<file path="src/hdl/sbfp_pkg.sv">
// shared types, codes and result builder for the serial bridge frame parser
package sbfp_pkg;

	localparam logic [7:0] OP_IDENT = 8'h12;
	localparam logic [7:0] OP_QUIET = 8'h13;
	localparam logic [7:0] OP_START = 8'hA5;
	localparam logic [7:0] RSP_IDENT = 8'h5B;
	localparam logic [7:0] RSP_ACK = 8'hAC;
	localparam logic [7:0] RSP_NACK = 8'h5A;
	localparam logic [7:0] TYPE_WRITE_BLOCK = 8'h03;

	// index of the final header byte (header is 12 bytes)
	localparam logic [3:0] HDR_LAST_IDX = 4'd11;

	localparam logic [15:0] LIMIT_RESET = 16'd256;

	typedef logic [1:0] kind_t;
	localparam kind_t KIND_RSP = 2'd0;
	localparam kind_t KIND_REQ = 2'd1;
	localparam kind_t KIND_DATA = 2'd2;

	typedef struct packed {
		kind_t kind;
		logic [7:0] data_byte;
		logic [7:0] req_type;
		logic [15:0] req_size;
		logic [31:0] req_address;
		logic [31:0] req_value;
		logic last;
	} result_t;

	typedef struct packed {
		logic [1:0] count;
		result_t first;
		result_t second;
	} parse_out_t;

	function automatic result_t make_result(
		input kind_t kind,
		input logic [7:0] data_byte,
		input logic with_req,
		input logic last,
		input logic [7:0] req_type,
		input logic [15:0] req_size,
		input logic [31:0] req_address,
		input logic [31:0] req_value
	);
		result_t r;
		r.kind = kind;
		r.data_byte = data_byte;
		r.req_type = with_req ? req_type : 8'd0;
		r.req_size = with_req ? req_size : 16'd0;
		r.req_address = with_req ? req_address : 32'd0;
		r.req_value = with_req ? req_value : 32'd0;
		r.last = last;
		return r;
	endfunction

endpackage

</file>
<file path="src/hdl/sbfp_ifs.sv">
// valid/ready channel interfaces for received bytes and parser results
interface sbfp_in_if;
	logic valid;
	logic ready;
	logic [7:0] rx_byte;

	modport source (output valid, output rx_byte, input ready);
	modport sink (input valid, input rx_byte, output ready);
endinterface

interface sbfp_out_if;
	logic valid;
	logic ready;
	logic [1:0] kind;
	logic [7:0] data_byte;
	logic [7:0] req_type;
	logic [15:0] req_size;
	logic [31:0] req_address;
	logic [31:0] req_value;
	logic last;

	modport source (
		output valid, output kind, output data_byte, output req_type, output req_size,
		output req_address, output req_value, output last, input ready
	);
	modport sink (
		input valid, input kind, input data_byte, input req_type, input req_size,
		input req_address, input req_value, input last, output ready
	);
endinterface

</file>
<file path="src/hdl/serial_bridge_frame_parser.sv">
// top level: byte parser with a two-entry result register and config register
// output: the first result of a byte is registered and appears at the output in the cycle after the byte is accepted
// throughput: one byte per cycle while the output is ready and each byte
// makes at most one result; a byte that makes two results blocks the input
// until the single output port has moved its second result out of the second slot
// reset: phase idle, counters and held header cleared, payload_limit 256, no results
module serial_bridge_frame_parser (
	input logic clk,
	input logic arst_n,
	input logic cfg_write,
	input logic [15:0] cfg_data,
	sbfp_in_if.sink in_ch,
	sbfp_out_if.source out_ch
);

	logic [15:0] payload_limit_q;
	sbfp_pkg::parse_out_t res;
	sbfp_pkg::result_t out_q;
	sbfp_pkg::result_t ext_q;
	logic out_valid_q;
	logic ext_valid_q;
	logic accept;
	logic pop;

	// second slot holds the extra result of a two-result byte
	assign in_ch.ready = !ext_valid_q && (!out_valid_q || out_ch.ready);
	assign accept = in_ch.valid && in_ch.ready;
	assign pop = out_valid_q && out_ch.ready;

	sbfp_core u_core (
		.clk(clk),
		.arst_n(arst_n),
		.accept(accept),
		.rx_byte(in_ch.rx_byte),
		.payload_limit(payload_limit_q),
		.res(res)
	);

	always_ff @(posedge clk or negedge arst_n) begin
		if (!arst_n) begin
			payload_limit_q <= sbfp_pkg::LIMIT_RESET;
		end else if (cfg_write) begin
			payload_limit_q <= cfg_data;
		end
	end

	always_ff @(posedge clk or negedge arst_n) begin
		if (!arst_n) begin
			out_valid_q <= 1'b0;
			ext_valid_q <= 1'b0;
		end else if (accept) begin
			out_valid_q <= (res.count != 2'd0);
			ext_valid_q <= (res.count == 2'd2);
		end else if (pop) begin
			out_valid_q <= ext_valid_q;
			ext_valid_q <= 1'b0;
		end
	end

	always_ff @(posedge clk) begin
		if (accept) begin
			out_q <= res.first;
			ext_q <= res.second;
		end else if (pop) begin
			out_q <= ext_q;
		end
	end

	assign out_ch.valid = out_valid_q;
	assign out_ch.kind = out_q.kind;
	assign out_ch.data_byte = out_q.data_byte;
	assign out_ch.req_type = out_q.req_type;
	assign out_ch.req_size = out_q.req_size;
	assign out_ch.req_address = out_q.req_address;
	assign out_ch.req_value = out_q.req_value;
	assign out_ch.last = out_q.last;

endmodule

</file>
<file path="src/hdl/sbfp_core.sv">
// frame parsing state and per-byte result decode
module sbfp_core (
	input logic clk,
	input logic arst_n,
	input logic accept,
	input logic [7:0] rx_byte,
	input logic [15:0] payload_limit,
	output sbfp_pkg::parse_out_t res
);

	localparam logic [1:0] PH_IDLE = 2'd0;
	localparam logic [1:0] PH_HEADER = 2'd1;
	localparam logic [1:0] PH_PAYLOAD = 2'd2;

	logic [1:0] phase_q, phase_n;
	logic [15:0] byte_count_q, byte_count_n;
	logic [7:0] running_xor_q, running_xor_n;
	logic [7:0] held_type_q, held_type_n;
	logic [15:0] held_size_q, held_size_n;
	logic [31:0] held_address_q, held_address_n;
	logic [31:0] held_value_q, held_value_n;

	logic [15:0] count_inc;
	logic is_wb;
	logic refuse;

	assign count_inc = byte_count_q + 16'd1;

	always_comb begin
		phase_n = phase_q;
		byte_count_n = byte_count_q;
		running_xor_n = running_xor_q;
		held_type_n = held_type_q;
		held_size_n = held_size_q;
		held_address_n = held_address_q;
		held_value_n = held_value_q;
		is_wb = 1'b0;
		refuse = 1'b0;
		res.count = 2'd0;
		res.first = sbfp_pkg::make_result(sbfp_pkg::KIND_RSP, 8'd0, 1'b0, 1'b1,
			8'd0, 16'd0, 32'd0, 32'd0);
		res.second = res.first;

		unique case (phase_q)
			PH_HEADER: begin
				running_xor_n = running_xor_q ^ rx_byte;
				case (byte_count_q[3:0])
					4'd0: held_type_n = rx_byte;
					4'd2: held_size_n[7:0] = rx_byte;
					4'd3: held_size_n[15:8] = rx_byte;
					4'd4: held_address_n[7:0] = rx_byte;
					4'd5: held_address_n[15:8] = rx_byte;
					4'd6: held_address_n[23:16] = rx_byte;
					4'd7: held_address_n[31:24] = rx_byte;
					4'd8: held_value_n[7:0] = rx_byte;
					4'd9: held_value_n[15:8] = rx_byte;
					4'd10: held_value_n[23:16] = rx_byte;
					4'd11: held_value_n[31:24] = rx_byte;
					default: ;
				endcase
				byte_count_n = count_inc;
				if (byte_count_q[3:0] == sbfp_pkg::HDR_LAST_IDX) begin
					is_wb = (held_type_n == sbfp_pkg::TYPE_WRITE_BLOCK);
					refuse = (running_xor_n != 8'd0) || (is_wb && (held_size_n > payload_limit));
					byte_count_n = 16'd0;
					res.count = 2'd1;
					if (refuse) begin
						phase_n = PH_IDLE;
						res.first.data_byte = sbfp_pkg::RSP_NACK;
					end else if (is_wb && (held_size_n != 16'd0)) begin
						phase_n = PH_PAYLOAD;
						res.first.data_byte = sbfp_pkg::RSP_ACK;
					end else begin
						// ack and the request come from the same byte
						phase_n = PH_IDLE;
						res.count = 2'd2;
						res.first.data_byte = sbfp_pkg::RSP_ACK;
						res.first.last = 1'b0;
						res.second = sbfp_pkg::make_result(sbfp_pkg::KIND_REQ, 8'd0, 1'b1,
							1'b1, held_type_n, held_size_n, held_address_n, held_value_n);
					end
				end
			end
			PH_PAYLOAD: begin
				res.first = sbfp_pkg::make_result(sbfp_pkg::KIND_DATA, rx_byte, 1'b0, 1'b1,
					8'd0, 16'd0, 32'd0, 32'd0);
				res.count = 2'd1;
				byte_count_n = count_inc;
				if (count_inc >= held_size_q) begin
					phase_n = PH_IDLE;
					byte_count_n = 16'd0;
					res.count = 2'd2;
					res.first.last = 1'b0;
					res.second = sbfp_pkg::make_result(sbfp_pkg::KIND_REQ, 8'd0, 1'b1,
						1'b1, held_type_q, held_size_q, held_address_q, held_value_q);
				end
			end
			default: begin
				// idle, and the unused phase code behaves the same
				phase_n = PH_IDLE;
				case (rx_byte)
					sbfp_pkg::OP_IDENT: begin
						res.count = 2'd1;
						res.first.data_byte = sbfp_pkg::RSP_IDENT;
					end
					sbfp_pkg::OP_START: begin
						phase_n = PH_HEADER;
						byte_count_n = 16'd0;
						running_xor_n = 8'd0;
					end
					sbfp_pkg::OP_QUIET: ;
					default: ;
				endcase
			end
		endcase
	end

	always_ff @(posedge clk or negedge arst_n) begin
		if (!arst_n) begin
			phase_q <= PH_IDLE;
			byte_count_q <= 16'd0;
			running_xor_q <= 8'd0;
			held_type_q <= 8'd0;
			held_size_q <= 16'd0;
			held_address_q <= 32'd0;
			held_value_q <= 32'd0;
		end else if (accept) begin
			phase_q <= phase_n;
			byte_count_q <= byte_count_n;
			running_xor_q <= running_xor_n;
			held_type_q <= held_type_n;
			held_size_q <= held_size_n;
			held_address_q <= held_address_n;
			held_value_q <= held_value_n;
		end
	end

endmodule
</file>
<file path="src/flat_wrapper.sv">
// flat-port wrapper written by rule: the top's interface ports become plain ports
module serial_bridge_frame_parser_flat 
  (clk, arst_n, cfg_write, cfg_data, in_ch_valid, in_ch_rx_byte, in_ch_ready, out_ch_valid, out_ch_kind, out_ch_data_byte, out_ch_req_type, out_ch_req_size, out_ch_req_address, out_ch_req_value, out_ch_last, out_ch_ready);
  sbfp_in_if in_ch_i ();
  sbfp_out_if out_ch_i ();
  input logic clk;
  input logic arst_n;
  input logic cfg_write;
  input logic [15:0] cfg_data;
  input wire logic [$bits(in_ch_i.valid)-1:0] in_ch_valid;
  input wire logic [$bits(in_ch_i.rx_byte)-1:0] in_ch_rx_byte;
  output wire logic [$bits(in_ch_i.ready)-1:0] in_ch_ready;
  output wire logic [$bits(out_ch_i.valid)-1:0] out_ch_valid;
  output wire logic [$bits(out_ch_i.kind)-1:0] out_ch_kind;
  output wire logic [$bits(out_ch_i.data_byte)-1:0] out_ch_data_byte;
  output wire logic [$bits(out_ch_i.req_type)-1:0] out_ch_req_type;
  output wire logic [$bits(out_ch_i.req_size)-1:0] out_ch_req_size;
  output wire logic [$bits(out_ch_i.req_address)-1:0] out_ch_req_address;
  output wire logic [$bits(out_ch_i.req_value)-1:0] out_ch_req_value;
  output wire logic [$bits(out_ch_i.last)-1:0] out_ch_last;
  input wire logic [$bits(out_ch_i.ready)-1:0] out_ch_ready;
  assign in_ch_i.valid = in_ch_valid;
  assign in_ch_i.rx_byte = in_ch_rx_byte;
  assign in_ch_ready = in_ch_i.ready;
  assign out_ch_valid = out_ch_i.valid;
  assign out_ch_kind = out_ch_i.kind;
  assign out_ch_data_byte = out_ch_i.data_byte;
  assign out_ch_req_type = out_ch_i.req_type;
  assign out_ch_req_size = out_ch_i.req_size;
  assign out_ch_req_address = out_ch_i.req_address;
  assign out_ch_req_value = out_ch_i.req_value;
  assign out_ch_last = out_ch_i.last;
  assign out_ch_i.ready = out_ch_ready;
  serial_bridge_frame_parser u_core (.clk(clk), .arst_n(arst_n), .cfg_write(cfg_write), .cfg_data(cfg_data), .in_ch(in_ch_i), .out_ch(out_ch_i));
endmodule
</file>
<file path="config.mk">
export PLATFORM = sky130hd
export DESIGN_NAME = serial_bridge_frame_parser_flat
export DESIGN_NICKNAME = d
export VERILOG_FILES = /design/src/hdl/sbfp_pkg.sv /design/src/hdl/sbfp_ifs.sv /design/src/hdl/serial_bridge_frame_parser.sv /design/src/hdl/sbfp_core.sv /design/src/flat_wrapper.sv
export SDC_FILE = /design/constraint.sdc
export NUM_CORES = 1
export LEC_CHECK = 0
export BUFFER_PORTS_ARGS = -buffer_cell sky130_fd_sc_hd__clkbuf_2
export CORE_MARGIN = 2
export CORE_UTILIZATION = 40
export DETAILED_ROUTE_END_ITERATION = 12
export GPL_TIMING_DRIVEN = 0
export SLEW_MARGIN = 20
export SYNTH_ARGS = -nofsm -noshare
export SYNTH_HDL_FRONTEND = slang
export SYNTH_SLANG_ARGS = --single-unit
</file>
<file path="constraint.sdc">
create_clock -name clk -period 4.8 [get_ports clk]
set_clock_uncertainty 0.15 [all_clocks]
set_input_delay 0.96 -clock clk [delete_from_list [all_inputs] [get_ports clk]]
set_output_delay 0.96 -clock clk [all_outputs]
set_load 0.03 [all_outputs]
</file>
# Word-level counts from Yosys, hierarchy flattened
# Index checks and enable logic that the tools add are counted.
[classes]
eq_ne = 18
shifts = 0
n_reduce_logical = 20
n_div = 0
n_bitwise = 2
multipliers = 0
muxes = 48
n_lt_le_gt_ge = 2
addsub = 1
[ops]
columns = ["cell", "n"]
rows = [
  ["$mux 100", 4],
  ["$pmux 100 s2", 1],
  ["$mux 99", 2],
  ["$mux 8", 17],
  ["$mux 16", 3],
  ["$pmux 16 s2", 1],
  ["$pmux 8 s2", 2],
  ["$mux 2", 9],
  ["$add 16x1->16 const B", 1],
  ["$eq 4x3->1 const B", 4],
  ["$eq 4x4->1 const B", 4],
  ["$ge 16x16->1", 1],
  ["$gt 16x16->1", 1],
  ["$reduce_bool 16->1", 1],
  ["$eq 4x2->1 const B", 2],
  ["$eq 8x2->1 const B", 1],
  ["$eq 8x5->1 const B", 1],
  ["$eq 8x8->1 const B", 1],
  ["$pmux 2 s2", 2],
  ["$reduce_bool 8->1", 1],
  ["$xor 8x8->8", 1],
  ["$mux 7", 1],
  ["$mux 1", 6],
  ["$reduce_and 3->1", 2],
  ["other kinds (11)", 22],
]
[word_totals]
ramBits = 0
n_memories = 0
regBits = 330
out_inout_bits = 101
inputBits = 29
word_cells = 115
rom_bits = 0
latch_bits = 0

# Depth between registers and ports, before layout
# Gate-level depths: netlist (run 1).
[logic_depth]
ltp_word = 11
ltp_mapped = 17
ltp_nobuf = 14

# Modules after synthesis
# From an unflattened synthesis (run 1), not the netlist that was laid out.
[unflattened]
cells_unflattened = 1203
area_unflattened_um2 = 16463.3
[modules_own_cells]
columns = ["mod", "instances", "area_each_um2", "cells_each", "seq_area_each_um2"]
rows = [
  ["serial_bridge_frame_parser", 1, 8379.3, 359, 6397.4],
  ["sbfp_core", 1, 8084.0, 844, 2852.7],
]

# Least setup slack after synthesis (run 1)
# No wires, ideal clock.
[synth_timing]
kind = "input port to flip-flop"
start = "input out_ch_ready"
end = "register u_core.ext_q[10] (netlist bit) (enable)"
cell_stages = 6
setup_time_ns = 0.488
path_buffers = 2
arrival_ns = 4.826
slack_ns = -0.664
t_required_ns = 4.162
path_cell_list = "inv_1 > a21oi_1 > nand2_1 > inv_2 > clkbuf_1 > clkbuf_1"
[synth_via]
elab_chain_cells = 3
[synth_lines]
columns = ["element", "line", "source"]
rows = [
  ["start: declaration", "flat_wrapper.sv:21", "input wire logic [$bits(out_ch_i.ready)-1:0] out_ch_ready;"],
  ["$logic_or 1x1->1", "serial_bridge_frame_parser.sv:26", "assign in_ch.ready = !ext_valid_q && (!out_valid_q || out_ch.ready);"],
  ["$logic_and 1x1->1", "serial_bridge_frame_parser.sv:26", ""],
  ["via in_ch_ready", "flat_wrapper.sv:12", "output wire logic [$bits(in_ch_i.ready)-1:0] in_ch_ready;"],
  ["$logic_and 1x1->1", "serial_bridge_frame_parser.sv:27", "assign accept = in_ch.valid && in_ch.ready;"],
  ["via u_core.accept", "serial_bridge_frame_parser.sv:22", "logic accept;"],
  ["end signal: assignment", "serial_bridge_frame_parser.sv:63", "ext_q <= res.second;"],
  ["end: declaration", "serial_bridge_frame_parser.sv:19", "sbfp_pkg::result_t ext_q;"],
]
# The timed path passes the listed nets, and every way through them passes these cells.
# A chain may end at the register's enable or synchronous reset.

==> results.md, run 1 <==
- Largest net degree at the start of global routing: 99
- DRT Wirelength: 34.7 mm
- First-pass GRT wire length: 54.0 mm
- TritonCTS Buffers: 36
- Synth Instances: 1285
- Via density per instance: 5.17
- Synth cell types: 59
- Startpoint Class: flip-flop
- Post-detailed-route count of antenna-violating nets: 0
- IO Pins: 130
- CP cell instances: buf_4 -> and3_1 -> nand3_1 -> nor2_2 -> and3_1 -> clkbuf_1 -> nand3_1 -> xnor2_1 -> ha_1 -> nand4_1 -> a2111o_1 -> a211oi_4 -> clkbuf_1 -> nand2_1 -> o21ai_1
- CTS hold repair buffers: 0
- CP arrival: 4.65 ns
- Synthesized netlist net count: 1352
- Synth Cell Area: 13800 µm²
- Worst reg2reg setup slack: 0.32 ns
- Max-cap viol count: 0
- CTS Sinks: 320
- Most frequent cells in the layout: 270 x nand2_1, 131 x dfrtp_1, 129 x clkbuf_2, 116 x a21oi_1, 100 x edfxtp_1
- Peak Freq: 223 MHz
- Number of synthesized flops with an enable pin: 100
- DRT iter0 DRCs: 800
- Reg2reg path depth: 15
- DRC violations left: 0
- Final Wtd Congestion: 0.889
- Die ar.: 36100 µm²
- Fin. Hold Viols: 0
- Pins Over Slew Limit: 0
- Leading cell type in the layout, fill and taps excluded: nand2_1
- Core region area: 34300 µm²
- Starting Density: 40.3%
- Top FF cell, synth: dfrtp_1
- Setup-failing EPs final: 0
- Crit Path Class: flip-flop to flip-flop
- Synth Area in Compound Gates: 11.7%
- P&R area growth vs syn: 17.8%
- Leak Pwr: 7.08 nW
- Xor and xnor fraction of the mapped netlist area: 1.39%
- DIE HEIGHT: 190 µm
- RSZ-0062 raised after global routing: false
- Reg2reg start: u_core.u_core.byte_count_q[2]
- Warnings from Yosys: 0
- Outcome: completed
- Slew HR: 39.3%
- Measured slew at the worst slew-check pin: 0.904 ns
- Simple-Gate Fraction of Synth Area: 13.9%
- Critical path's largest stage delay: 0.56 ns
- CP max FO: 10
- Vias post-DR: 10023
- Layout net count: 1522
- Clock latency on the worst-skew pair: 0.52 ns
- Row count: 68
- CTS root buf: clkbuf_16
- Ys async rst share: 41.3%
- Max Root-Sink Buffers: 3
- Pre-Repair DR Iteration Count: 5
- Synthesized area per cell: 10.8 µm²
- Part of the cycle the worst path needs: 93.4%
- Filler cell count in the final layout: 3173
- Vias in the first global route: 9769
- Core Util, Final: 47.5%
- H-tree lvl count: 2
- Clock-pin slew on the worst setup and hold paths: 0.06 ns
- Grt ovf: 0
- VDD IR max: 0.248 mV
- Initial antenna violation count: 0
- Routed WL per cell: 17.9 µm
- R2R Path End: u_core.ext_q[71]
- Crit-path slowest cell: a211oi_4
- Synth Register Bits: 320
- Layout cells sized above 1: 19.8%
- Pwr/cell area: 410 nW/µm²
- CP Capture Type: flip-flop
- Main combinational cell family by area after synthesis: simple AND/OR/NAND/NOR gates
- Dpl hpwl: 24.4 mm
- N_diodes: 0
- Crit path required time: 4.96 ns
- Die W: 190 µm
- Min Tclk post-route: 4.48 ns
- Multiplexer share of the synthesized area: 7.29%
- Final TNS setup: 0 ns
- TritonCTS clock tree: built
- Tot GR Track Use: 19.3%
- Hold WC Path Type: input port to async pin
- IO Port Bufs: 129
- Post-Synth Adder-Cell Area: 3.44%
- Sequential share of the synthesized area: 58.4%
[worst max-delay path, delay by kind of cell, from the launching register on]
kind | cells | cell delay [ns]
buffers and inverters | 3 | 0.80
AND/OR/NAND/NOR | 7 | 1.24
adder cells (fa/ha/maj) | 1 | 0.32
flip-flops | 1 | 0.33
XOR/XNOR | 1 | 0.17
AO/OA/AOI/OAI | 3 | 1.27
[what timing repair did]
| action | in CTS | in global routing |
|---|---|---|
| pin swaps | 0 | 1 |
| gates cloned | 0 | 0 |
| gates resized for setup | 1 | 5 |
| setup buffers | 0 | 1 |
| endpoints found under the setup margin | 46 | 93 |
[layout make-up]
class | count | area, µm² | share of cell area, %
flip-flops and latches | 320 | 8070 | 49.6
repair buffers | 132 | 717 | 4.40
inverters | 60 | 225 | 1.38
plain buffers | 72 | 328 | 2.01
clock inverters | 10 | 128 | 0.784
well taps | 455 | 569 | 3.50
clock buffers | 55 | 1010 | 6.23
multi-input cells | 833 | 5230 | 32.1
[synthesized netlist by cell type (all sizes together), types with 2 or more instances]
cell type,instances,area (µm²)
nand2,270,1010
dfrtp,131,3280
a21oi,116,581
edfxtp,100,3000
dfxtp,88,1760
mux2,76,856
o21ai,76,380
inv,60,225
clkbuf,59,221
and2,43,269
a22o,42,368
ha,38,475
nor2,37,188
xnor2,15,131
mux2i,14,151
buf,13,95.1
a21o,11,82.6
nand3,11,55.1
and3,10,62.6
nand4,10,62.6
nor2b,8,50.1
nor3,7,40.0
xor2,7,61.3
nor4,5,37.5
a211oi,4,35.0
a221o,3,30.0
nand2b,3,21.3
nor3b,3,32.5
o211ai,3,22.5
o21bai,3,33.8
or4b,3,30.0
o41ai,2,17.5
or3,2,12.5
[stage by stage]
stage               power (mW)  setup slack, ns  std cells  hold WS (ns)  area (µm²)
detailed placement        4.05           -0.471       1871         0.297       15100
global route              6.95           0.0258       1937         0.116       16300
finish                    6.67            0.317       1937         0.128       16300
global placement          4.02           -0.409       1869         0.295       15000
floorplan                 3.74            0.751       1285         0.321       13800
CTS                       6.72           0.0422       1936         0.114       16300
[flip-flops by register name (all words and copies together), names as in the netlist]
name / flops
u_core.out_ch.valid: 1
u_core.out_ch.req_address: 32
u_core.payload_limit_q: 16
u_core.u_core.held_size_q: 16
u_core.out_ch.req_size: 16
u_core.u_core.held_value_q: 32
u_core.u_core.held_address_q: 32
u_core.ext_q: 89
u_core.ext_valid_q: 1
u_core.out_ch.kind: 2
u_core.out_ch.last: 1
u_core.out_ch.req_type: 8
u_core.out_ch.req_value: 32
u_core.u_core.running_xor_q: 8
u_core.u_core.held_type_q: 8
u_core.out_ch.data_byte: 8
u_core.u_core.phase_q: 2
u_core.u_core.byte_count_q: 16
[cell families after synthesis]
family | Yosys count
XOR/XNOR | 22
flip-flops | 320
multiplexers | 90
AO/OA/AOI/OAI | 266
AND/OR/NAND/NOR | 417
adder cells (fa/ha/maj) | 38
buffers and inverters | 132
[report_power, final]
group | switching, mW | leakage, nW | internal, mW
logic | 0.562 | 3.01 | 0.276
registers | 0.118 | 3.51 | 3.05
clock network | 1.09 | 0.551 | 1.58
[routing by layer]
| metal | wire [µm] | part of all wire [%] | track usage, % |
|---|---|---|---|
| met5 | 0 | 0 | 0 |
| met4 | 893 | 2.6 | 5.84 |
| met3 | 2070 | 6.0 | 3.47 |
| met2 | 16300 | 47 | 31.6 |
| met1 | 15400 | 44 | 26.2 |
[worst max-delay path by stage]
stage	to	cells after the start	startpoint	slack, ns
after floorplan	u_core.ext_q[10]	6	out_ch_ready	0.75
after detailed placement	u_core.ext_q[71]	13	in_ch_rx_byte[1]	-0.47
after global placement	u_core.ext_q[74]	13	in_ch_rx_byte[1]	-0.41
after global routing	u_core.u_core.byte_count_q[11]	15	u_core.u_core.byte_count_q[2]	0.03
final	u_core.ext_q[71]	15	u_core.u_core.byte_count_q[2]	0.32
after CTS	u_core.ext_q[80]	15	u_core.u_core.byte_count_q[2]	0.04
Note: power is estimated with default switching activity, not from simulation.
==> run 2: changes to the inputs <==
--- a/config.mk
+++ b/config.mk
@@ -6,10 +6,13 @@
 export NUM_CORES = 1
 export LEC_CHECK = 0
 export BUFFER_PORTS_ARGS = -buffer_cell sky130_fd_sc_hd__clkbuf_2
+export CELL_PAD_IN_SITES_DETAIL_PLACEMENT = 0
+export CELL_PAD_IN_SITES_GLOBAL_PLACEMENT = 1
 export CORE_MARGIN = 2
 export CORE_UTILIZATION = 40
 export DETAILED_ROUTE_END_ITERATION = 12
 export GPL_TIMING_DRIVEN = 0
+export PLACE_DENSITY_LB_ADDON = 0.1
 export SLEW_MARGIN = 20
 export SYNTH_ARGS = -nofsm -noshare
 export SYNTH_HDL_FRONTEND = slang
==> run 2 against run 1 <==
Effect of this change:
- fmax is 1.4% lower
- global-route usage is 1.1 points higher
- total power is 2.0% higher
- register-to-register slack worse by 0.07 ns
- via count is 1.5% lower
- hold slack better by 0.17 ns
- highest routed layer unchanged
==> results.md, run 2 (synthesis results as in run 1) <==
- Outcome: completed (unchanged)
- Starting Density: 40.3% (unchanged)
- Tot GR Track Use: 20.4% (was 19.3%)
- Filler cell count in the final layout: 3320 (was 3173)
- Clock-pin slew on the worst setup and hold paths: 0.06 ns (about the same)
- TritonCTS Buffers: 37 (was 36)
- Final Instance Count excl. Fillers: 1942 (was 1937)
- Reg with most FFs: u_core.ext_q (unchanged)
- Initial antenna violation count: 0 (unchanged)
- Crit path max-delay family: buffers and inverters (was compound AO/OA/AOI/OAI gates)
- CTS root buf: clkbuf_16 (unchanged)
- Vias post-DR: 9877 (was 10023)
- Hold WC Path Type: flip-flop to flip-flop (was input port to async pin)
- DIE HEIGHT: 190 µm (unchanged)
- Final TNS setup: 0 ns (unchanged)
- Max reg flops: 89 (unchanged)
- Clock latency on the worst-skew pair: 0.52 ns (about the same)
- DRC violations left: 0 (unchanged)
- Min Tclk post-route: 4.55 ns (was 4.48 ns)
- Max-cap viol count: 0 (unchanged)
- Layout net count: 1525 (was 1522)
- Grt ovf: 0 (unchanged)
- Setup-failing EPs final: 0 (unchanged)
- Most frequent cells in the layout: 270 x nand2_1, 131 x dfrtp_1, 129 x clkbuf_2, 115 x a21oi_1, 100 x edfxtp_1 (was 270 x nand2_1, 131 x dfrtp_1, 129 x clkbuf_2, 116 x a21oi_1, 100 x edfxtp_1)
- Die W: 190 µm (unchanged)
- Pwr/cell area: 415 nW/µm² (was 410 nW/µm²)
- DRT Wirelength: 36.2 mm (was 34.7 mm)
- Peak Freq: 220 MHz (was 223 MHz)
- Fin Hold WS: 0.301 ns (was 0.128 ns)
- Fin. Hold Viols: 0 (unchanged)
- First-pass GRT wire length: 56.7 mm (was 54.0 mm)
- Crit-path slowest cell: nor4_1 (was a211oi_4)
- P&R area growth vs syn: 18.7% (was 17.8%)
- Post-detailed-route count of antenna-violating nets: 0 (unchanged)
- CTS Sinks: 320 (unchanged)
- CP Capture Type: flip-flop (unchanged)
- Final Wtd Congestion: 0.832 (was 0.889)
- Critical path's largest stage delay: 0.52 ns (was 0.56 ns)
- Largest net degree at the start of global routing: 79 (was 99)
- Part of the cycle the worst path needs: 94.8% (was 93.4%)
- Crit path required time: 4.97 ns (was 4.96 ns)
- Measured slew at the worst slew-check pin: 0.980 ns (was 0.904 ns)
- Slew HR: 34.2% (was 39.3%)
- Via density per instance: 5.09 (was 5.17)
- Pre-Repair DR Iteration Count: 7 (was 5)
- IO Port Bufs: 129 (unchanged)
- Max Root-Sink Buffers: 3 (unchanged)
- Startpoint Class: flip-flop (unchanged)
- Leading cell type in the layout, fill and taps excluded: nand2_1 (unchanged)
- Routed WL per cell: 18.7 µm (was 17.9 µm)
- Cells after DPL: 1871 (unchanged)
- Pins Over Slew Limit: 0 (unchanged)
- Vias in the first global route: 9821 (was 9769)
- DRT iter0 DRCs: 661 (was 800)
- CP cell instances: ha_1 -> buf_6 -> nor3b_2 -> buf_6 -> mux2i_2 -> inv_1 -> ha_1 -> nand4_1 -> nor4_1 -> a21oi_1 -> o41ai_2 -> buf_4 -> o2111ai_4 -> buf_8 -> buf_4 -> o21ai_1 (was buf_4 -> and3_1 -> nand3_1 -> nor2_2 -> and3_1 -> clkbuf_1 -> nand3_1 -> xnor2_1 -> ha_1 -> nand4_1 -> a2111o_1 -> a211oi_4 -> clkbuf_1 -> nand2_1 -> o21ai_1)
- Core region area: 34300 µm² (unchanged)
- H-tree lvl count: 2 (unchanged)
- CP max FO: 10 (unchanged)
- Die ar.: 36100 µm² (unchanged)
- CP arrival: 4.72 ns (was 4.65 ns)
- RSZ-0062 raised after global routing: false (unchanged)
- Row count: 68 (unchanged)
- Leak Pwr: 7.14 nW (was 7.08 nW)
- IO Pins: 130 (unchanged)
- VDD IR max: 0.238 mV (was 0.248 mV)
- CP bufs+invs: 6 (was 3)
- Layout cells sized above 1: 20.5% (was 19.8%)
- TritonCTS clock tree: built (unchanged)
- Dpl hpwl: 25.4 mm (was 24.4 mm)
- Crit Path Class: flip-flop to flip-flop (unchanged)
[run 2: routing by layer]
layer	GRT usage, %	share of wire, %
met1	27.8	46
met3	3.04	4.3
met5	0	0
met4	5.07	1.8
met2	34.2	48
[run 2: per-stage QoR]
stage	total power, mW	setup WS [ns]	instance area, µm²	utilization (%)
final	6.81	0.252	16400	47.9
after global routing	7.13	0.0652	16400	47.9
after CTS	6.88	0.0550	16400	47.7
after detailed placement	4.06	-0.143	15100	44.1
after global placement	4.04	-0.608	15000	43.9
after floorplan	3.74	0.751	13800	-
[run 2: path summary, 6_finish.rpt]
check                                                      end  slack [ns]                     startpoint  cells after the start
worst max-delay path                          u_core.ext_q[78]        0.25  u_core.u_core.byte_count_q[0]                     16
worst min-delay path              u_core.out_ch.req_address[8]        0.30   u_core.out_ch.req_address[8]                      2
worst max register to register                u_core.ext_q[78]        0.25  u_core.u_core.byte_count_q[0]                     16
worst min register to register    u_core.out_ch.req_address[8]        0.30   u_core.out_ch.req_address[8]                      2
max in group asynchronous       u_core.u_core.held_value_q[25]        3.40                         arst_n                      2
min in group asynchronous           u_core.payload_limit_q[14]        0.31                         arst_n                      1
[run 2: worst register-to-register path, stage by stage (launching register included)]
cell       delay (ns)
dfrtp_1          0.42
ha_1             0.19
buf_6            0.14
nor3b_2          0.30
buf_6            0.21
mux2i_2          0.38
inv_1            0.09
ha_1             0.32
nand4_1          0.20
nor4_1           0.52
a21oi_1          0.18
o41ai_2          0.08
buf_4            0.20
o2111ai_4        0.25
buf_8            0.27
buf_4            0.18
o21ai_1          0.26
[run 2: cell type report]
type	instances	area [µm²]	area share (%)
repair buffers	133	724	4.41
clock inverters	8	71.3	0.435
flip-flops and latches	320	8070	49.2
clock buffers	59	1160	7.07
inverters	60	225	1.37
well taps	455	569	3.47
diodes	1	2.50	0.0152
plain buffers	72	328	2.00
multi-input cells	834	5260	32.1
[run 2: power breakdown]
group | internal [mW] | switching [mW] | leakage [nW]
Clock | 1.71 | 1.08 | 0.606
Sequential | 3.05 | 0.111 | 3.51
Combinational | 0.285 | 0.579 | 3.02
[run 2: timing repair]
item,CTS,global route
gates resized for setup,1,8
setup buffers,0,2
endpoints found under the setup margin,4,99
gates cloned,0,1
hold buffers,0,0
pin swaps,0,2
